==> config.mk <==
export PLATFORM = sky130hd
export DESIGN_NAME = lsu_limiter
export DESIGN_NICKNAME = d
export VERILOG_FILES = /design/src/sv/lsu_pkg.sv /design/src/sv/lsu_limiter.sv
export SDC_FILE = /design/constraint.sdc
export NUM_CORES = 1
export LEC_CHECK = 0
export ABC_CLOCK_PERIOD_IN_PS = 9850
export BUFFER_PORTS_ARGS = -buffer_cell sky130_fd_sc_hd__buf_2
export CORE_MARGIN = 2
export CORE_UTILIZATION = 60
export CTS_CLUSTER_DIAMETER = 150
export CTS_CLUSTER_SIZE = 16
export DETAILED_ROUTE_END_ITERATION = 7
export PLACE_DENSITY = 0.84
export SLEW_MARGIN = 10
export SYNTH_ARGS = -nofsm -noshare
export SYNTH_HDL_FRONTEND = slang
export SYNTH_SLANG_ARGS = --single-unit
==> constraint.sdc <==
create_clock -name i_clk -period 9.85 [get_ports i_clk]
set_input_delay 0.985 -clock i_clk [delete_from_list [all_inputs] [get_ports i_clk]]
set_output_delay 0.985 -clock i_clk [all_outputs]
set_load 0.02 [all_outputs]
==> src/sv/lsu_pkg.sv <==
package lsu_pkg;

    localparam logic [1:0] MODE_MINMOD   = 2'd0;
    localparam logic [1:0] MODE_MC       = 2'd1;
    localparam logic [1:0] MODE_SUPERBEE = 2'd2;

    localparam int unsigned NUM_LANES = 3;
    localparam int unsigned LANE_L    = 0;
    localparam int unsigned LANE_R    = 1;
    localparam int unsigned LANE_C    = 2;

    localparam logic ADDR_MODE = 1'b0;

endpackage

==> src/sv/lsu_limiter.sv <==
module lsu_limiter #(
    parameter int DW = 32,
    parameter int W  = 48
) (
    input  logic                i_clk,
    input  logic                i_rst_n,
    input  logic                i_en,
    input  logic                i_valid,
    input  logic                i_bad,
    input  logic [2:0][W-1:0]   i_q,
    input  logic [2:0]          i_neg,
    input  logic [1:0]          i_mode,
    output logic                o_valid,
    output logic                o_bad,
    output logic [DW-1:0]       o_slope
);
    import lsu_pkg::*;

    typedef logic signed [DW-1:0] t_sval;

    logic                r_v1, r_v2;
    logic                r_bad1, r_bad2;
    t_sval [2:0]         r_s, n_s;
    t_sval               r_slope, n_slope;

    function automatic t_sval dbl(input t_sval x);
        if (x[DW-1] != x[DW-2]) begin
            dbl = x[DW-1] ? {1'b1, {(DW-1){1'b0}}} : {1'b0, {(DW-1){1'b1}}};
        end else begin
            dbl = {x[DW-2:0], 1'b0};
        end
    endfunction

    function automatic t_sval mm2(input t_sval a, input t_sval b);
        if (a > 0 && b > 0) begin
            mm2 = (a < b) ? a : b;
        end else if (a < 0 && b < 0) begin
            mm2 = (a > b) ? a : b;
        end else begin
            mm2 = '0;
        end
    endfunction

    function automatic t_sval mx2(input t_sval a, input t_sval b);
        if (a > 0 && b > 0) begin
            mx2 = (a > b) ? a : b;
        end else if (a < 0 && b < 0) begin
            mx2 = (a < b) ? a : b;
        end else begin
            mx2 = '0;
        end
    endfunction

    // saturate quotients to the signed word range
    always_comb begin
        logic big;
        for (int k = 0; k < NUM_LANES; k++) begin
            big = |i_q[k][W-1:DW-1];
            if (i_neg[k]) begin
                n_s[k] = big ? {1'b1, {(DW-1){1'b0}}} : t_sval'(-i_q[k][DW-1:0]);
            end else begin
                n_s[k] = big ? {1'b0, {(DW-1){1'b1}}} : t_sval'(i_q[k][DW-1:0]);
            end
        end
    end

    always_comb begin
        t_sval sl, sr, sc;
        sl = r_s[LANE_L];
        sr = r_s[LANE_R];
        sc = r_s[LANE_C];
        unique case (i_mode)
            MODE_MC:       n_slope = mm2(mm2(sc, dbl(sr)), dbl(sl));
            MODE_SUPERBEE: n_slope = mx2(mm2(sr, dbl(sl)), mm2(dbl(sr), sl));
            default:       n_slope = mm2(sl, sr);
        endcase
        if (r_bad1) begin
            n_slope = '0;
        end
    end

    always_ff @(posedge i_clk) begin
        if (!i_rst_n) begin
            r_v1 <= 1'b0;
            r_v2 <= 1'b0;
        end else if (i_en) begin
            r_v1 <= i_valid;
            r_v2 <= r_v1;
        end
    end

    always_ff @(posedge i_clk) begin
        if (i_en) begin
            r_s     <= n_s;
            r_bad1  <= i_bad;
            r_slope <= n_slope;
            r_bad2  <= r_bad1;
        end
    end

    assign o_valid = r_v2;
    assign o_bad   = r_bad2;
    assign o_slope = r_slope;

endmodule

# After elaboration in Yosys (flattened, before gate mapping)
# Index checks and enable logic that the tools add are counted.
[word_totals]
output_inout_bits = 34
in_bits = 154
reg_bits = 132
[op_classes]
n_mux = 45
eq_ne = 4
n_reduce_logical = 15
n_lt_le_gt_ge = 32
n_addsub = 3
[op_table]
columns = ["op", "count"]
rows = [
  ["two-way mux 32 bit", 44],
  ["greater-than comparator 32 x 1 -> 1 bit, second input constant", 10],
  ["< comparator 32 x 1 -> 1 bit, second input constant", 10],
  ["greater-than comparator 32 bit", 6],
  ["< comparator 32 bit", 6],
  ["negator 32 bit", 3],
  ["one-hot mux 32 bit (2 select lines)", 1],
  ["OR reduction 17 bit", 3],
  ["logical AND 1 bit", 12],
  ["equality test 2 x 1 -> 1 bit, second input constant", 1],
  ["equality test 2 bit, second input constant", 1],
  ["!= test 1 bit", 2],
]

# Depth between registers and ports, before layout
# Gate-level depths: netlist of the first run.
[logic_depth]
ltp_word = 13
depth_mapped = 34
ltp_nobuf = 27

# Worst setup path after synthesis of the first run
# Ideal clock, no wire load.
[synth_timing]
kind = "register to register"
start = "reg r_s[63] in the netlist's numbering"
end = "reg r_slope[23], in the netlist o_slope[23], data pin"
required_time_ns = 9.591
period_less_slack_ns = 7.429
t_arrival_ns = 7.170
path_buffers = 7
path_stages_with_launch = 34
path_slack_ns = 2.421
path_cell_list = "edfxtp_1 > inv_1 > ha_1 > clkbuf_1 > and2_1 > clkbuf_1 > clkbuf_1 > clkbuf_1 > nor2_1 > inv_1 > ha_1 > a21o_1 > a21o_1 > a21oi_1 > o211ai_1 > a2111oi_2 > xnor2_1 > or2_2 > a21oi_1 > clkbuf_1 > o21ai_1 > ha_1 > a21o_1 > a211oi_1 > a2111oi_0 > o31ai_1 > nand3_1 > nand3_1 > and2_1 > clkbuf_1 > clkbuf_1 > a211oi_1 > o21a_1 > o31a_1"
[synth_via]
elab_chain_len = 13
elab_cells_between_ends = 69
classes_between = "order compare: 24; eq/ne: 1; mux: 32; reduce/logical: 12"
[synth_lines]
columns = ["element", "line", "source"]
rows = [
  ["start: declaration", "lsu_limiter.sv:23", "t_sval [2:0] r_s, n_s;"],
  ["start signal: assignment", "lsu_limiter.sv:94", "r_s <= n_s;"],
  ["two-way mux 32 bit / != test 1 bit (equally long branches)", "lsu_limiter.sv:28, lsu_limiter.sv:27", ""],
  ["two-way mux 32 bit", "lsu_limiter.sv:27", "if (x[DW-1] != x[DW-2]) begin"],
  ["two-way mux 32 bit", "lsu_limiter.sv:72", "unique case (i_mode)"],
  ["greater-than comparator 32 bit / < comparator 32 x 1 -> 1 bit (equally long branches)", "lsu_limiter.sv:38, lsu_limiter.sv:37", ""],
  ["two-way mux 32 bit / logical AND 1 bit (equally long branches)", "lsu_limiter.sv:38, lsu_limiter.sv:37", ""],
  ["two-way mux 32 bit", "lsu_limiter.sv:37", "end else if (a < 0 && b < 0) begin"],
  ["two-way mux 32 bit", "lsu_limiter.sv:35", "if (a > 0 && b > 0) begin"],
  ["two-way mux 32 bit", "lsu_limiter.sv:72", ""],
  ["< comparator 32 bit, or another cell as far along", "lsu_limiter.sv:48", "mx2 = (a < b) ? a : b;"],
  ["two-way mux 32 bit, or another cell as far along", "lsu_limiter.sv:48", ""],
  ["two-way mux 32 bit, on equally long branches", "lsu_limiter.sv:47, lsu_limiter.sv:37", ""],
  ["two-way mux 32 bit, on equally long branches", "lsu_limiter.sv:45, lsu_limiter.sv:35", ""],
  ["one-hot mux 32 bit (2 select lines) (*)", "lsu_limiter.sv:72", ""],
  ["end signal: assignment", "lsu_limiter.sv:96", "r_slope <= n_slope;"],
  ["end: declaration", "lsu_limiter.sv:24", "t_sval r_slope, n_slope;"],
]
# Mark *: on every way between the ends. The rest lies on a longest branch, timed or not. The select of a mux whose other input is x is not followed.
# A chain may end at the register's enable or synchronous reset.

# Final worst setup path of the first run
[layout_timing]
start = "reg r_s[31] in the netlist's numbering"
end = "reg r_slope[11], in the netlist o_slope[11], data pin"
[layout_via]
elab_chain_len = 13
elab_cells_between_ends = 58
classes_between = "order compare: 20; eq/ne: 1; mux: 27; reduce/logical: 10"
[layout_lines]
columns = ["element", "line", "source"]
rows = [
  ["two-way mux 32 bit / != test 1 bit (equally long branches)", "lsu_limiter.sv:28, lsu_limiter.sv:27", ""],
  ["two-way mux 32 bit", "lsu_limiter.sv:27", ""],
  ["two-way mux 32 bit", "lsu_limiter.sv:72", ""],
  ["greater-than comparator 32 bit / < comparator 32 x 1 -> 1 bit (equally long branches)", "lsu_limiter.sv:38, lsu_limiter.sv:37", ""],
  ["two-way mux 32 bit / logical AND 1 bit (equally long branches)", "lsu_limiter.sv:38, lsu_limiter.sv:37", ""],
  ["two-way mux 32 bit", "lsu_limiter.sv:37", ""],
  ["two-way mux 32 bit", "lsu_limiter.sv:35", ""],
  ["two-way mux 32 bit", "lsu_limiter.sv:72", ""],
  ["< comparator 32 bit / < comparator 32 x 1 -> 1 bit (equally long branches)", "lsu_limiter.sv:48, lsu_limiter.sv:47", ""],
  ["two-way mux 32 bit / logical AND 1 bit (equally long branches)", "lsu_limiter.sv:48, lsu_limiter.sv:47", ""],
  ["two-way mux 32 bit", "lsu_limiter.sv:47", "end else if (a < 0 && b < 0) begin"],
  ["two-way mux 32 bit", "lsu_limiter.sv:45", "if (a > 0 && b > 0) begin"],
  ["one-hot mux 32 bit (2 select lines) (*)", "lsu_limiter.sv:72", ""],
]
# Marked as above.

==> results of run 1 <==
==> worst paths after layout <==
path	slack, ns	endpoint	start	depth (start not counted)
worst max register to register	0.96	o_slope[11]$_SDFFCE_PP0P_	r_s[31]$_DFFE_PP_	29
worst max-delay path	0.96	o_slope[11]$_SDFFCE_PP0P_	r_s[31]$_DFFE_PP_	29
worst min-delay path	0.56	o_valid$_SDFFE_PN0P_	o_valid$_SDFFE_PN0P_	2
worst min register to register	0.56	o_valid$_SDFFE_PN0P_	o_valid$_SDFFE_PN0P_	2
==> critical path, delay by kind of cell (launching register included) <==
kind / cells / cell delay [ns]
mux: 2 / 0.60
simple gates: 6 / 1.90
flops: 1 / 0.57
buf+inv: 6 / 1.43
fa+ha+maj: 3 / 0.89
compound gates: 12 / 3.21
==> registers in the layout, summed over array words and instances, names as in the netlist <==
signal / flops
r_bad1: 1
r_v1: 1
o_valid: 1
o_bad: 1
r_s: 96
o_slope: 32
==> metal layers <==
metal  share of wire  track usage  routed length (um)
met5         0.00069            0                  44
met4           0.075        0.285                4800
met3            0.13        0.125                8040
met2            0.42        0.676               27000
met1            0.37        0.559               23700
==> where the power goes <==
group / switching (mW) / leakage [nW] / internal (mW)
clock: 0.314 / 0.295 / 0.386
sequential: 0.0855 / 1.31 / 0.673
combinational: 0.917 / 6.78 / 0.503
==> cell type report <==
cell class              instances  area, um2
well taps                     341        427
inverters                     188        706
multi-input cells            1643      11300
fillers                      2262       8660
flip-flops and latches        132       3940
diodes                          1       2.50
clock inverters                15        184
repair buffers                216       1160
clock buffers                  17        425
==> stage by stage <==
stage           util  hold WS (ns)  total power [mW]  std cells  area [um2]
2_1_floorplan      -         0.482              1.63       2062       16300
3_3_place_gp   0.654         0.495              2.07       2520       17500
3_5_place_dp   0.654         0.548              2.11       2520       17500
4_1_cts        0.677         0.563              2.79       2552       18100
5_1_grt        0.677         0.578              3.00       2552       18100
6_report       0.677         0.556              2.88       2553       18100
==> cells by family after synthesis <==
| kind of cell | Yosys count | share of synthesized area |
|---|---|---|
| AND/OR/NAND/NOR | 693 | 0.202 |
| AO/OA/AOI/OAI | 627 | 0.261 |
| buffers and inverters | 287 | 0.0670 |
| adder cells (fa/ha/maj) | 213 | 0.164 |
| flip-flops | 132 | 0.243 |
| XOR/XNOR | 60 | 0.0323 |
| multiplexers | 50 | 0.0312 |
==> synthesized netlist by cell type (8+ instances only) <==
cell and instances:
a21oi_1 170, o21ai_0 75, nor3_1 28, a31oi_1 12
or2_2 14, nand4_1 54, a22oi_1 59, and2_1 8
o221ai_1 29, nand3_1 26, o21ai_1 12, nand2b_1 9
ha_1 213, o41ai_1 15, inv_1 188, a211oi_1 39
or3_1 32, xnor2_1 17, o31ai_1 9, o21a_1 44
nor2_1 273, o22ai_1 20, xor2_1 43, or4_1 14
o31a_1 31, a21o_1 44, nor2b_1 26, nor4_1 41
mux2i_1 46, edfxtp_1 130, clkbuf_1 88, o211ai_1 9
nand2_1 144
==> run summary, run 1 <==
CP max stage delay -> 0.69 ns
Routed WL -> 63600 um
CTS Buffer Depth -> 2
Wire per inst -> 24.9 um
DR iter-0 viols -> 2563
Number of max-cap violations -> 0
Headroom to the max-slew limit -> 0.139
Critical path's most frequent cell -> inv_1
Final Max Slew Viols -> 0
Htree depth -> 4
Share of layout cells above drive strength 1 -> 0.129
Critical Path RT -> 10.04 ns
Vias -> 17600
Critical path arrival -> 9.08 ns
Clock root buffer -> clkbuf_16
First-pass GRT wire length -> 96000 um
DRT Pass-1 Iters -> 7
Hold Vio Cnt, Final -> 0
Num rows -> 60
CP max stage cell -> nor4_1
Core Footprint -> 26800 um2
Mean Syn Cell Area -> 7.88 um2
Clk_lat worst skew -> 0.44 ns
Max FO, Critical Path -> 30
Die Area -> 28400 um2
Worst setup EP type -> flip-flop
Num Clock Sinks -> 132
GRT Residual Overflow -> 0
Ys flop type -> edfxtp_1
Main area contributors after synthesis -> edfxtp_1, ha_1, nor2_1
Register area share after synthesis -> 0.243
Cell taking the most area after synthesis -> edfxtp_1
Post-CTS Repair Setup Buffers -> 0
Post-DRT Antenna Nets -> 0
PD cells -> 159 nW/um2
Final net count -> 2565
Syn Std Cell Area -> 16300 um2
Flops & latches, synth -> 132
Fmax -> 0.112 GHz
# resized after CTS -> 0
Port bufs -> 187
Starting density of the core -> 0.607
Ys async rst share -> 0
Via density -> 6.90
Worst Tran Pin Value -> 1.29 ns
Max VDD drop -> 113 uV
Commonest non-fill, non-tap cells in the layout -> nor2_1, ha_1, inv_1
Distinct cells, synth -> 74
Cts bufs inserted -> 17
Yosys warnings -> 0
Final setup margin -> 0.961 ns
Crit start category -> flip-flop
Die Wd -> 169 um
All-Layer GR Usage -> 0.445
Layout Skew -> 0.0135 ns
Unrepaired setup endpoints after global routing -> no
Die H -> 169 um
Final period util -> 0.902
Post-DP HPWL -> 49200 um
Setup-failing EPs final -> 0
Residual DRC count -> 0
Post-Syn Instances -> 2062
Outcome -> complete, no violations
P&R area growth vs syn -> 11.6%
Top Ports -> 188
Leakage -> 8.38 nW
Largest net degree at the start of global routing -> 72
Final weighted congestion in routability-driven placement -> 1.17
Vias in the first global route -> 16300
Hold Crit Class -> flip-flop to flip-flop
Antenna violations before repair -> 4
Setup TNS -> 0 ns
Place WS -> 1.05 ns
Number of synthesized flops with an enable pin -> 130
Hold buffers post-CTS -> 0
Synth Net Count -> 2429
Clk slew on worst S/H paths -> 0.07 ns
Min cycle time layout -> 8.89 ns
Top-area cell type share of the netlist area -> 0.240
Commonest non-fill, non-tap cell in the layout -> nor2_1
CTS tree -> yes
Worst setup path category -> flip-flop to flip-flop
Note: power is estimated with default switching activity, not from simulation.
==> run 2: changes to the inputs <==
--- a/config.mk
+++ b/config.mk
@@ -7,6 +7,7 @@
 export LEC_CHECK = 0
 export ABC_CLOCK_PERIOD_IN_PS = 9850
 export BUFFER_PORTS_ARGS = -buffer_cell sky130_fd_sc_hd__buf_2
+export CORE_ASPECT_RATIO = 1.1
 export CORE_MARGIN = 2
 export CORE_UTILIZATION = 60
 export CTS_CLUSTER_DIAMETER = 150
==> run 2 against run 1 <==
  * Setup slack got worse by 0.090 ns
  * Final area is 0.39% higher
  * Worst hold slack worse by 0.033 ns
  * Sequential power about the same
  * Via count increased by 0.62%
  * Cell count increased by 1.1%
  * Critical path depth is the same
  * Sequential cell count unchanged
  * Fmax down 1.0%
  * Combinational power barely moved
  * Largest cell class unchanged
==> run summary, run 2 (same netlist as run 1, synthesis figures left out) <==
Port bufs -> 187
Critical Path RT -> 10.17 ns
Max VDD drop -> 108 uV
Max FO, Critical Path -> 28
DR iter-0 viols -> 2663
Core Footprint -> 26800 um2
Post-CTS Repair Setup Buffers -> 0
Setup TNS -> 0 ns
Top Ports -> 188
All-Layer GR Usage -> 0.450
Outcome -> complete, no violations
Num rows -> 63
Largest Register -> r_s
Via density -> 6.87
CP max stage delay -> 0.78 ns
CTS tree -> yes
Dpl cell area -> 17600 um2
Wire per inst -> 25.2 um
Post-route cell area -> 18200 um2
Min cycle time layout -> 8.98 ns
Final net count -> 2576
First-pass GRT wire length -> 96400 um
PD cells -> 156 nW/um2
Largest net degree at the start of global routing -> 70
Setup-failing EPs final -> 0
Final weighted congestion in routability-driven placement -> 1.04
# resized after CTS -> 0
Unrepaired setup endpoints after global routing -> no
P&R area growth vs syn -> 12.0%
Max reg flops -> 96
Die Area -> 28400 um2
Layout Skew -> 0.0158 ns
Commonest non-fill, non-tap cell in the layout -> nor2_1
Post-DP HPWL -> 51100 um
CTS Buffer Depth -> 2
Residual DRC count -> 0
DRT Pass-1 Iters -> 6
Routed WL -> 65100 um
Vias -> 17700
Clock root buffer -> clkbuf_16
Crit start category -> flip-flop
Hold buffers post-CTS -> 0
Final period util -> 0.912
Clk slew on worst S/H paths -> 0.08 ns
Worst setup path category -> flip-flop to flip-flop
Worst Tran Pin Value -> 1.32 ns
Number of max-cap violations -> 0
Critical path arrival -> 9.30 ns
GRT Residual Overflow -> 0
Leakage -> 8.43 nW
Critical path's most frequent cell -> buf_4
Hold Vio Cnt, Final -> 0
Clk_lat worst skew -> 0.46 ns
Starting density of the core -> 0.607
Die Wd -> 161 um
Flop2flop setup slack -> 0.87 ns
Commonest non-fill, non-tap cells in the layout -> nor2_1, ha_1, inv_1
Antenna violations before repair -> 0
CP max stage cell -> nor4_1
Power Total -> 2.83 mW
Final Max Slew Viols -> 0
Worst setup EP type -> flip-flop
Post-DRT Antenna Nets -> 0
Num Clock Sinks -> 132
Htree depth -> 4
Headroom to the max-slew limit -> 0.121
Hold WS -> 0.524 ns
Hold Crit Class -> flip-flop to flip-flop
Cts bufs inserted -> 17
Fmax -> 0.111 GHz
Share of layout cells above drive strength 1 -> 0.134
Vias in the first global route -> 16500
Die H -> 177 um
Place WS -> 1.34 ns
Final setup margin -> 0.871 ns
-- run 2: changes by cell type in the layout (fill, tap and decap cells not counted) --
cell,before,now
buf_4,30,41
bufinv_16,2,0
inv_6,4,6
clkinv_4,2,1
clkinv_8,0,1
clkinvlp_4,2,1
inv_8,5,6
-- run 2: layout make-up --
type                            instances  area (um2)
Multi-Input combinational cell       1643       11300
Fill cell                            2228        8590
Sequential cell                       132        3940
Timing Repair Buffer                  227        1240
Inverter                              188         706
Tap cell                              357         447
Clock buffer                           17         425
Clock inverter                         15         153
Antenna cell                            1        2.50
-- run 2: stage by stage --
| stage | cells | utilization |
|---|---|---|
| 2_1_floorplan | 2062 | - |
| 3_3_place_gp | 2547 | 0.658 |
| 3_5_place_dp | 2547 | 0.658 |
| 4_1_cts | 2579 | 0.679 |
| 5_1_grt | 2579 | 0.679 |
| 6_report | 2580 | 0.679 |
-- run 2: worst paths after layout --
| check | startpoint | endpoint | cells after the start |
|---|---|---|---|
| max | r_s[62]$_DFFE_PP_ | o_slope[15]$_SDFFCE_PP0P_ | 29 |
| min | r_v1$_SDFFE_PN0P_ | r_v1$_SDFFE_PN0P_ | 2 |
| max reg2reg | r_s[62]$_DFFE_PP_ | o_slope[15]$_SDFFCE_PP0P_ | 29 |
| min reg2reg | r_v1$_SDFFE_PN0P_ | r_v1$_SDFFE_PN0P_ | 2 |
-- run 2: critical path: cells and delay by family (launching register included) --
kind,cells,cell delay [ns]
buffers and inverters,6,1.45
adder cells (fa/ha/maj),3,1.05
AND/OR/NAND/NOR,11,3.39
flip-flops,1,0.68
XOR/XNOR,1,0.31
AO/OA/AOI/OAI,8,1.96
-- run 2: metal layers --
layer,part of all wire,global-route usage
met1,0.36,0.547
met2,0.44,0.710
met3,0.11,0.0890
met4,0.088,0.337
met5,0,0
-- run 2: power breakdown --
part	internal, mW	switching (mW)
clock	0.340	0.323
combinational	0.509	0.904
sequential	0.673	0.0847
total	1.52	1.31
