<file path="config.mk">
export PLATFORM = sky130hd
export DESIGN_NAME = lsu_cell
export DESIGN_NICKNAME = d
export VERILOG_FILES = /design/src/sv/lsu_pkg.sv /design/src/sv/lsu_cell.sv
export SDC_FILE = /design/constraint.sdc
export NUM_CORES = 1
export LEC_CHECK = 0
export CORE_AREA = 2 2 270 272
export DETAILED_ROUTE_END_ITERATION = 8
export DIE_AREA = 0 0 272 274
export DONT_BUFFER_PORTS = 1
export PLACE_DENSITY = 0.36
export SLEW_MARGIN = 20
export SYNTH_ARGS = -nofsm -noshare
export SYNTH_HDL_FRONTEND = slang
export SYNTH_SLANG_ARGS = --single-unit
</file>
<file path="constraint.sdc">
create_clock -name i_clk -period 8.3 [get_ports i_clk]
set_clock_uncertainty 0.2 [all_clocks]
set_input_delay 0.83 -clock i_clk [delete_from_list [all_inputs] [get_ports i_clk]]
set_output_delay 0.83 -clock i_clk [all_outputs]
set_load 0.02 [all_outputs]
</file>
<file path="src/sv/lsu_pkg.sv">
package lsu_pkg;

    localparam logic [1:0] MODE_MINMOD   = 2'd0;
    localparam logic [1:0] MODE_MC       = 2'd1;
    localparam logic [1:0] MODE_SUPERBEE = 2'd2;

    localparam int unsigned NUM_LANES = 3;
    localparam int unsigned LANE_L    = 0;
    localparam int unsigned LANE_R    = 1;
    localparam int unsigned LANE_C    = 2;

    localparam logic ADDR_MODE = 1'b0;

endpackage

</file>
<file path="src/sv/lsu_cell.sv">
module lsu_cell #(
    parameter int DW = 32,
    parameter int W  = 48
) (
    input  logic                i_clk,
    input  logic                i_rst_n,
    input  logic                i_en,
    input  logic                i_valid,
    input  logic                i_bad,
    input  logic [2:0][DW-1:0]  i_rem,
    input  logic [2:0][W-1:0]   i_nq,
    input  logic [2:0][DW-1:0]  i_den,
    input  logic [2:0]          i_neg,
    output logic                o_valid,
    output logic                o_bad,
    output logic [2:0][DW-1:0]  o_rem,
    output logic [2:0][W-1:0]   o_nq,
    output logic [2:0][DW-1:0]  o_den,
    output logic [2:0]          o_neg
);
    import lsu_pkg::*;

    logic                r_valid;
    logic                r_bad;
    logic [2:0][DW-1:0]  r_rem, n_rem;
    logic [2:0][W-1:0]   r_nq, n_nq;
    logic [2:0][DW-1:0]  r_den;
    logic [2:0]          r_neg;

    // one restoring division step per lane
    always_comb begin
        logic [DW:0] t;
        for (int k = 0; k < NUM_LANES; k++) begin
            t = {i_rem[k], i_nq[k][W-1]};
            if (t >= {1'b0, i_den[k]}) begin
                t = t - {1'b0, i_den[k]};
                n_nq[k] = {i_nq[k][W-2:0], 1'b1};
            end else begin
                n_nq[k] = {i_nq[k][W-2:0], 1'b0};
            end
            n_rem[k] = t[DW-1:0];
        end
    end

    always_ff @(posedge i_clk) begin
        if (!i_rst_n) begin
            r_valid <= 1'b0;
        end else if (i_en) begin
            r_valid <= i_valid;
        end
    end

    always_ff @(posedge i_clk) begin
        if (i_en) begin
            r_bad <= i_bad;
            r_rem <= n_rem;
            r_nq  <= n_nq;
            r_den <= i_den;
            r_neg <= i_neg;
        end
    end

    assign o_valid = r_valid;
    assign o_bad   = r_bad;
    assign o_rem   = r_rem;
    assign o_nq    = r_nq;
    assign o_den   = r_den;
    assign o_neg   = r_neg;

endmodule

</file>
# Word level (Yosys, flattened, before mapping)
# Index checks and enable logic that the tools add are counted.
# word_totals
latchBits	0
out_inout_bits	341
inputBits	344
word_cells	24
register_bits	341
mem_bits_rw	0
memories	0
romBits	0
# classes
add_sub_neg	3
bitwise_logic	0
n_eq_ne	0
multipliers	0
order_cmp	3
shifts	0
n_div	0
n_mux	6
n_reduce_logical	0
# ops
cell	n
$ge A33 B32 Y1	3
$mux W32	3
$sub A32 B32 Y32	3
$mux W1	3

# Depth between registers and ports, before layout
# Gate-level depths: netlist of run 1.
# depth
ltp_word	2
depth_mapped	14
depth_no_buf	12

# Worst setup path after synthesis of run 1
# OpenSTA, ideal clock, no wires.
# synth_timing
kind	input -> register
startpoint	input port i_nq[95] in the netlist's numbering
endpoint	register r_rem, in the netlist o_rem[48], data pin
path_buffers	0
t_arrival_ns	3.358
setup_ns	0.152
setup_slack_ns	4.590
path_stages	12
path_cell_list	inv_1 > ha_1 > fa_1 > nor2b_4 > o31a_1 > or4_4 > a31o_1 > a211o_1 > a21oi_2 > nor3b_1 > or4b_1 > a31oi_1
# synth_rtl
item	line_no	source
from (decl)	lsu_cell.sv:11	input logic [2:0][W-1:0] i_nq,
to (signal assigned)	lsu_cell.sv:56	r_rem <= n_rem;
to (decl)	lsu_cell.sv:25	logic [2:0][DW-1:0] r_rem, n_rem;

==> results.sh, run 1 <==
export IMPL_hp_start="i_den[31]"
export IMPL_synth_area_leaders="edfxtp_1 61%, ha_1 7.2%, a21oi_1 3.4%"
export IMPL_cts_hold_buf=0
export IMPL_max_freq_mhz=244
export IMPL_ant_nets=0
export IMPL_design_area_um2=19200
export IMPL_routed_wirelength_um=55000
export IMPL_netlist_instances=1331
export IMPL_drc_errors=0
export IMPL_period_minus_slack_ns=4.10
export IMPL_whs_endpoint="o_den[31]$_DFFE_PP_"
export IMPL_slew_violations=0
export IMPL_finalNetCount=1788
export IMPL_yosysMostFrequentCell="edfxtp_1"
export IMPL_die_w_um=272
export IMPL_tightest_slew_ns=0.868
export IMPL_drive_gt1_frac=0.0639
export IMPL_grt_pass1_vias=10500
export IMPL_dp_cells=2261
export IMPL_dr_pass1_iters=4
export IMPL_synth_edff_count=340
export IMPL_fillers=7493
export IMPL_clk_path_buf_depth=3
export IMPL_cts_num_sinks=341
export IMPL_ios=685
export IMPL_ir_drop_v=0.000159
export IMPL_gp_routability_congestion=0.820
export IMPL_grt_pass1_wl_um=75800
export IMPL_overflow=0
export IMPL_synth_net_count=1774
export IMPL_fin_util=0.267
export IMPL_placed_area_um2=17800
export IMPL_port_buffers=0
export IMPL_cts_root_buffer="clkbuf_16"
export IMPL_ys_seq_area_frac=0.612
export IMPL_clk_latency_ns=0.55
export IMPL_grt_max_degree=342
export IMPL_hpwl_um=43000
export IMPL_syn_cell_area_um2=16700
export IMPL_status="finished clean"
export IMPL_antenna_found_initial=11
export IMPL_hold_path_class="input port to flop"
export IMPL_rows=99
export IMPL_crit_path_start_kind="input port"
export IMPL_yosys_top_cells_count="340 x edfxtp_1, 118 x inv_1, 112 x a21oi_1"
export IMPL_initialDrtViolationCount=656
export IMPL_fp_dieH_um=274
export IMPL_netlist_cell_type_count=70
export IMPL_final_setup_viol_count=0
export IMPL_cp_arrival_ns=4.20
export IMPL_crit_type="input port to flop"
export IMPL_end_kind="flop"
export IMPL_viasPerCell=4.52
export IMPL_track_usage=0.139
export IMPL_period_share=0.494
export IMPL_rsz0062_at_grt="no"
export IMPL_timing_hold_ws_ns=0.152
export IMPL_rrSetupSlack_ns=7.30
export IMPL_yosysWarnings=0
export IMPL_ff2ff_path_depth=2
export IMPL_cts_max_level=2
export IMPL_worstPathMaxFanout=33
export IMPL_hold_violations=0
export IMPL_clk_pin_slew_worst_paths_ns=0.06
export IMPL_cts_setup_buffers=0
export IMPL_slew_headroom=0.421
export IMPL_power_leakage_nw=7.22
export IMPL_drv_cap=0
export IMPL_coreArea_um2=72000
export IMPL_cts_resized=0
export IMPL_stdcell_count=2342
export IMPL_yosys_area_top_type="edfxtp_1"
export IMPL_fp_dieArea_um2=74500
export IMPL_synthToLayoutAreaGrowth_pct=14.8
export IMPL_tns_ns=0
export IMPL_numCtsBuffers=41
export IMPL_vias=10600
export IMPL_power_density_nw_per_um2=252
export IMPL_r2r_end="o_valid$_SDFFE_PN0P_"
export IMPL_r2r_start="o_valid$_SDFFE_PN0P_"
export IMPL_cts_tree="built"
export IMPL_async_reset_ff_frac=0
export IMPL_start_util=0.232
export IMPL_required_ns=8.40
export IMPL_holdPathStages=0
export IMPL_avgSynthCellArea_um2=12.6
export IMPL_synth_top_area_share=0.611
export IMPL_ys_ff_latch=341
export IMPL_routedWlPerCell_um=23.5
export IMPL_synth_main_ff_cell="edfxtp_1"
## through the flow
stage          worst slack (ns)  total power (W)
2_1_floorplan              4.59          0.00286
3_3_place_gp               3.76          0.00306
3_5_place_dp               3.63          0.00305
4_1_cts                    4.22          0.00492
5_1_grt                    3.98          0.00505
6_report                   4.20          0.00483
## cells by family (layout without fill, tap and decap cells)
kind of cell,after synthesis,in the layout,synth area share
xor+xnor,81,81,0.0424
other cells,0,6,0
buf+inv,152,198,0.0355
fa+ha+maj,99,99,0.0754
compound gates,335,335,0.125
flops,341,341,0.612
simple gates,272,272,0.0763
mux,51,51,0.0337
## cell usage in the layout, fill, tap and decap left out, drive strengths merged, types with 9 or more instances in the layout
cell	count
inv	125
nor2	80
o21ai	75
nand3	20
nand4	17
nor2b	15
nand2	87
a31oi	10
nor3	17
o21bai	15
xnor2	46
mux2	43
o31ai	9
a21o	45
a21oi	113
edfxtp	340
xor2	35
ha	96
clkinv	16
clkbuf	45
o21a	18
## sequential cells by signal (all words and copies together), names as in the netlist
register / count
o_valid: 1
o_bad: 1
o_den: 96
o_rem: 96
o_neg: 3
o_nq: 144
## power by group
group / leakage [nW] / internal, W / total (W) / switching [W]
clock: 0.660 / 0.00105 / 0.00182 / 0.000767
combinational: 3.22 / 0.000235 / 0.000554 / 0.000318
sequential: 3.34 / 0.00213 / 0.00246 / 0.000326
total: 7.22 / 0.00342 / 0.00483 / 0.00141
## layer usage
layer  vias up  wire length, um  GRT usage
li1       4972                -          -
met1      5105            20100      0.146
met2       449            27900      0.244
met3        66             5820     0.0671
met4         4             1190     0.0421
met5         -               10          0
## final cells by class
cell class / count / area, um^2 / share of cell area
Inverter: 119 / 447 / 0.0233
Clock buffer: 45 / 1050 / 0.0548
Multi-Input combinational cell: 838 / 5910 / 0.308
Tap cell: 959 / 1200 / 0.0625
Timing Repair Buffer: 4 / 30.0 / 0.00156
Sequential cell: 341 / 10200 / 0.533
Clock inverter: 30 / 308 / 0.0160
Antenna cell: 6 / 15.0 / 0.000782
## how the worst max path moves through the flow
stage	start	end	slack [ns]	cells past startpoint
CTS	i_den[35]	o_rem[46]$_DFFE_PP_	4.22	11
global placement	i_den[35]	o_rem[46]$_DFFE_PP_	3.76	11
floorplan	i_nq[95]	o_rem[48]$_DFFE_PP_	4.59	12
detailed placement	i_den[35]	o_rem[46]$_DFFE_PP_	3.63	11
global route	i_den[35]	o_rem[46]$_DFFE_PP_	3.98	11
finish	i_den[35]	o_rem[46]$_DFFE_PP_	4.20	11
## worst max-delay path, cell delays in order
cell	delay [ns]
inv_1	0.02
ha_1	0.33
a21o_1	0.20
a21oi_1	0.15
o21ai_1	0.21
a21boi_1	0.31
o21ai_1	0.22
a2111oi_0	0.52
o31a_2	0.62
buf_4	0.43
mux2_1	0.36
(Power assumes the default switching activity.)
==> run 2: changes to the inputs <==
Clock period 8.3 ns to 4 ns, I/O delays scaled along.
==> results.sh, run 2 (same netlist as run 1, synthesis figures left out) <==
export IMPL_start_util=0.232
export IMPL_dp_cells=2274
export IMPL_grt_pass1_wl_um=84800
export IMPL_finalNetCount=2139
export IMPL_mostFrequentLayoutCells="340 x edfxtp_1, 339 x dlygate4sd3_1, 118 x inv_1"
export IMPL_hp_start="i_en"
export IMPL_numCtsBuffers=40
export IMPL_rows=99
export IMPL_vias=12100
export IMPL_power_leakage_nw=8.73
export IMPL_design_area_um2=22800
export IMPL_required_ns=4.12
export IMPL_routedWlPerCell_um=22.6
export IMPL_antenna_found_initial=4
export IMPL_slew_violations=0
export IMPL_clk_path_buf_depth=3
export IMPL_largest_register_ffs=144
export IMPL_max_freq_mhz=277
export IMPL_cts_tree="built"
export IMPL_hpwl_um=44200
export IMPL_tightest_slew_ns=0.748
export IMPL_routed_wirelength_um=60600
export IMPL_fp_dieH_um=274
export IMPL_diodes=0
export IMPL_violations="negative hold slack"
export IMPL_cp_arrival_ns=3.73
export IMPL_synthToLayoutAreaGrowth_pct=36.1
export IMPL_hold_path_class="input port to flop"
export IMPL_worstPathMaxFanout=3
export IMPL_cts_hold_buf=339
export IMPL_drc_errors=0
export IMPL_dr_pass1_iters=5
export IMPL_period_share=0.901
export IMPL_grt_max_degree=342
export IMPL_clk_latency_ns=0.56
export IMPL_track_usage=0.153
export IMPL_power_density_nw_per_um2=465
export IMPL_cts_resized=0
export IMPL_stdcell_count=2685
export IMPL_overflow=0
export IMPL_cts_root_buffer="clkbuf_16"
export IMPL_setup_worst_path_start="i_nq[47]"
export IMPL_r2r_start="o_valid$_SDFFE_PN0P_"
export IMPL_coreArea_um2=72000
export IMPL_hold_violations=89
export IMPL_period_minus_slack_ns=3.61
export IMPL_crit_path_start_kind="input port"
export IMPL_rsz0062_at_grt="no"
export IMPL_final_common_cell="edfxtp_1"
export IMPL_final_setup_viol_count=0
export IMPL_cts_num_sinks=341
export IMPL_drive_gt1_frac=0.0556
export IMPL_ant_nets=0
export IMPL_clk_pin_slew_worst_paths_ns=0.06
export IMPL_cp_cell_sequence="dlygate4sd3_1, inv_1, ha_1, fa_1, nor2b_1, o211ai_1, a311oi_1, o311ai_1, a21oi_1, nor2_1, o221ai_1, xor2_1, mux2_1"
export IMPL_power_w=0.0106
export IMPL_status="finished with violations"
export IMPL_max_stage_delay_ns=0.53
export IMPL_die_w_um=272
export IMPL_drv_cap=0
export IMPL_initialDrtViolationCount=670
export IMPL_viasPerCell=4.49
export IMPL_end_kind="flop"
export IMPL_tns_ns=0
export IMPL_ir_drop_v=0.000352
export IMPL_cts_max_level=2
export IMPL_fp_dieArea_um2=74500
export IMPL_slew_headroom=0.501
export IMPL_cts_setup_buffers=0
export IMPL_grt_pass1_vias=12600
export IMPL_ios=685
export IMPL_crit_type="input port to flop"
export IMPL_timing_hold_ws_ns=-0.226
export IMPL_critical_path_slowest_cell="dlygate4sd3_1"
export IMPL_gp_routability_congestion=0.851
export IMPL_placed_area_um2=17900
export IMPL_port_buffers=0
## run 2: changes by cell type in the layout (fill, tap and decap cells not counted), sizes merged
cell	previous run	this run
clkinv	16	11
clkinvlp	4	3
dlygate4sd3	0	339
diode	6	0
buf	4	17
inv	125	122
clkbuf	45	47
bufinv	4	8
## run 2: stage by stage
step | hold WS (ns) | setup WS, ns | utilization
2_1_floorplan | 0.299 | 0.720 | -
3_3_place_gp | 0.299 | 0.426 | 0.249
3_5_place_dp | 0.299 | 0.381 | 0.249
4_1_cts | -0.290 | 0.460 | 0.316
5_1_grt | -0.304 | 0.249 | 0.316
6_report | -0.226 | 0.394 | 0.316
## run 2: layout make-up
class | count | area, um^2
Timing Repair Buffer | 356 | 3550
Tap cell | 959 | 1200
Multi-Input combinational cell | 838 | 5910
Clock buffer | 47 | 1030
Inverter | 119 | 447
Fill cell | 7342 | 49200
Clock inverter | 25 | 393
Sequential cell | 341 | 10200
## run 2: layer usage
| metal | GRT usage | vias to the layer above | wire length (um) |
|---|---|---|---|
| li1 | - | 5671 | - |
| met1 | 0.171 | 5825 | 23500 |
| met2 | 0.274 | 494 | 30600 |
| met3 | 0.0484 | 76 | 4750 |
| met4 | 0.0502 | 0 | 1780 |
| met5 | 0 | - | 0 |
## run 2: worst paths after layout
kind,depth (start not counted),slack (ns),to
setup / recovery,13,0.39,o_rem[26]$_DFFE_PP_
hold / removal,0,-0.23,o_den[88]$_DFFE_PP_
setup reg to reg,3,2.50,o_valid$_SDFFE_PN0P_
hold reg to reg,3,1.00,o_valid$_SDFFE_PN0P_
## run 2: critical path, delay by kind of cell
kind            cells  cell delay [ns]
compound gates      5             1.30
buf+inv             2             0.59
xor+xnor            1             0.09
fa+ha+maj           2             0.66
simple gates        2             0.36
mux                 1             0.30
## run 2: power breakdown
| group | total, W | leakage [nW] | switching [W] | internal, W |
|---|---|---|---|---|
| sequential | 0.00509 | 3.34 | 0.000678 | 0.00442 |
| clock | 0.00399 | 0.685 | 0.00160 | 0.00239 |
| combinational | 0.00150 | 4.71 | 0.000768 | 0.000734 |
==> run 3: changes to the inputs <==
==> constraint.sdc (replaced) <==
create_clock -name i_clk -period 4 [get_ports i_clk]
set_clock_uncertainty 0.2 [all_clocks]
set_input_delay 0.6 -clock i_clk [delete_from_list [all_inputs] [get_ports i_clk]]
set_output_delay 0.6 -clock i_clk [all_outputs]
set_load 0.02 [all_outputs]
==> results.sh, run 3 (same netlist as run 1, synthesis figures left out) <==
export IMPL_start_util=0.232
export IMPL_dr_pass1_iters=5
export IMPL_drc_errors=0
export IMPL_overflow=0
export IMPL_slew_violations=0
export IMPL_final_common_cell="edfxtp_1"
export IMPL_cp_arrival_ns=3.36
export IMPL_cts_num_sinks=341
export IMPL_final_setup_viol_count=0
export IMPL_fp_dieArea_um2=74500
export IMPL_synthToLayoutAreaGrowth_pct=33.6
export IMPL_cts_max_level=2
export IMPL_ant_nets=0
export IMPL_cts_tree="built"
export IMPL_rsz0062_at_grt="no"
export IMPL_hold_path_class="input port to flop"
export IMPL_placed_area_um2=18000
export IMPL_coreArea_um2=72000
export IMPL_clk_pin_slew_worst_paths_ns=0.06
export IMPL_crit_path_start_kind="input port"
export IMPL_die_w_um=272
export IMPL_track_usage=0.150
export IMPL_routedWlPerCell_um=22.3
export IMPL_initialDrtViolationCount=676
export IMPL_end_kind="flop"
export IMPL_vias=11900
export IMPL_grt_pass1_vias=12200
export IMPL_tns_ns=0
export IMPL_stdcell_count=2646
export IMPL_design_area_um2=22300
export IMPL_fillers=7293
export IMPL_status="finished clean"
export IMPL_largest_register_ffs=144
export IMPL_ir_drop_v=0.000351
export IMPL_cts_setup_buffers=0
export IMPL_power_w=0.0106
export IMPL_period_share=0.810
export IMPL_clk_path_buf_depth=3
export IMPL_clk_latency_ns=0.56
export IMPL_numCtsBuffers=41
export IMPL_mostFrequentLayoutCells="340 x edfxtp_1, 287 x dlygate4sd3_1, 118 x inv_1"
export IMPL_grt_max_degree=265
export IMPL_hold_violations=0
export IMPL_dp_cells=2280
export IMPL_power_density_nw_per_um2=475
export IMPL_finalNetCount=2095
export IMPL_cts_root_buffer="clkbuf_16"
export IMPL_power_leakage_nw=8.58
export IMPL_viasPerCell=4.50
export IMPL_max_freq_mhz=309
export IMPL_multi_input_area_um2=5910
export IMPL_period_minus_slack_ns=3.24
export IMPL_cts_hold_buf=288
export IMPL_hpwl_um=43600
export IMPL_tightest_slew_ns=1.49
export IMPL_routed_wirelength_um=59100
export IMPL_slew_headroom=0.00905
export IMPL_fp_dieH_um=274
export IMPL_ios=685
export IMPL_layout_area_seq_um2=10200
export IMPL_drv_cap=0
export IMPL_crit_type="input port to flop"
export IMPL_drive_gt1_frac=0.0618
export IMPL_gp_routability_congestion=0.824
export IMPL_antenna_found_initial=6
export IMPL_cts_resized=0
export IMPL_required_ns=4.12
export IMPL_grt_pass1_wl_um=82800
export IMPL_worstPathMaxFanout=3
export IMPL_rows=99
export IMPL_port_buffers=0
[run 3: cell types whose count changed in the layout (fill, tap and decap cells not counted), sizes merged]
cell / before / now
buf: 17 / 24
clkbuf: 47 / 48
clkinv: 11 / 12
clkinvlp: 3 / 1
diode: 0 / 3
dlygate4sd3: 339 / 287
inv: 122 / 125
[run 3: worst max-delay path, cell delays in order]
cell and delay [ns]:
inv_1 0.04, ha_1 0.29, fa_1 0.44, nor2b_1 0.18
o211ai_1 0.13, a311oi_1 0.35, o311ai_1 0.17, a21oi_1 0.34
nor2_1 0.17, o221ai_1 0.25, xor2_1 0.09, mux2_1 0.31
[run 3: per-stage QoR]
step                utilization  worst slack (ns)  hold WS (ns)
CTS                       0.310             0.784      0.000140
finish                    0.310             0.761        0.0428
detailed placement        0.250             0.164         0.450
floorplan                     -             0.520         0.389
global route              0.310             0.516       0.00688
global placement          0.250             0.196         0.452
[run 3: path summary, 6_finish.rpt]
path / startpoint / end / slack (ns) / depth (start not counted)
max: i_nq[47] / o_rem[26]$_DFFE_PP_ / 0.76 / 12
min: i_rem[81] / o_rem[82]$_DFFE_PP_ / 0.04 / 1
max reg2reg: o_valid$_SDFFE_PN0P_ / o_valid$_SDFFE_PN0P_ / 2.43 / 3
min reg2reg: o_valid$_SDFFE_PN0P_ / o_valid$_SDFFE_PN0P_ / 1.04 / 3
[run 3: cell type report]
cell class                 instances  share of cell area
multi-input combinational        838               0.265
inverter                         119              0.0200
sequential                       341               0.458
antenna                            3            0.000336
tap                              959              0.0537
timing repair buffer             311               0.139
clock inverter                    27              0.0178
clock buffer                      48              0.0471
[run 3: power by group]
part	internal (W)	leakage (nW)	switching, W
Sequential	0.00442	3.34	0.000680
Combinational	0.000709	4.54	0.000755
Clock	0.00244	0.708	0.00161
[run 3: layer usage]
| layer | up-vias | wire [um] | GRT usage |
|---|---|---|---|
| met4 | 2 | 1730 | 0.0499 |
| li1 | 5586 | - | - |
| met1 | 5785 | 22200 | 0.166 |
| met5 | - | 11 | 0 |
| met3 | 71 | 5140 | 0.0542 |
| met2 | 473 | 30100 | 0.265 |
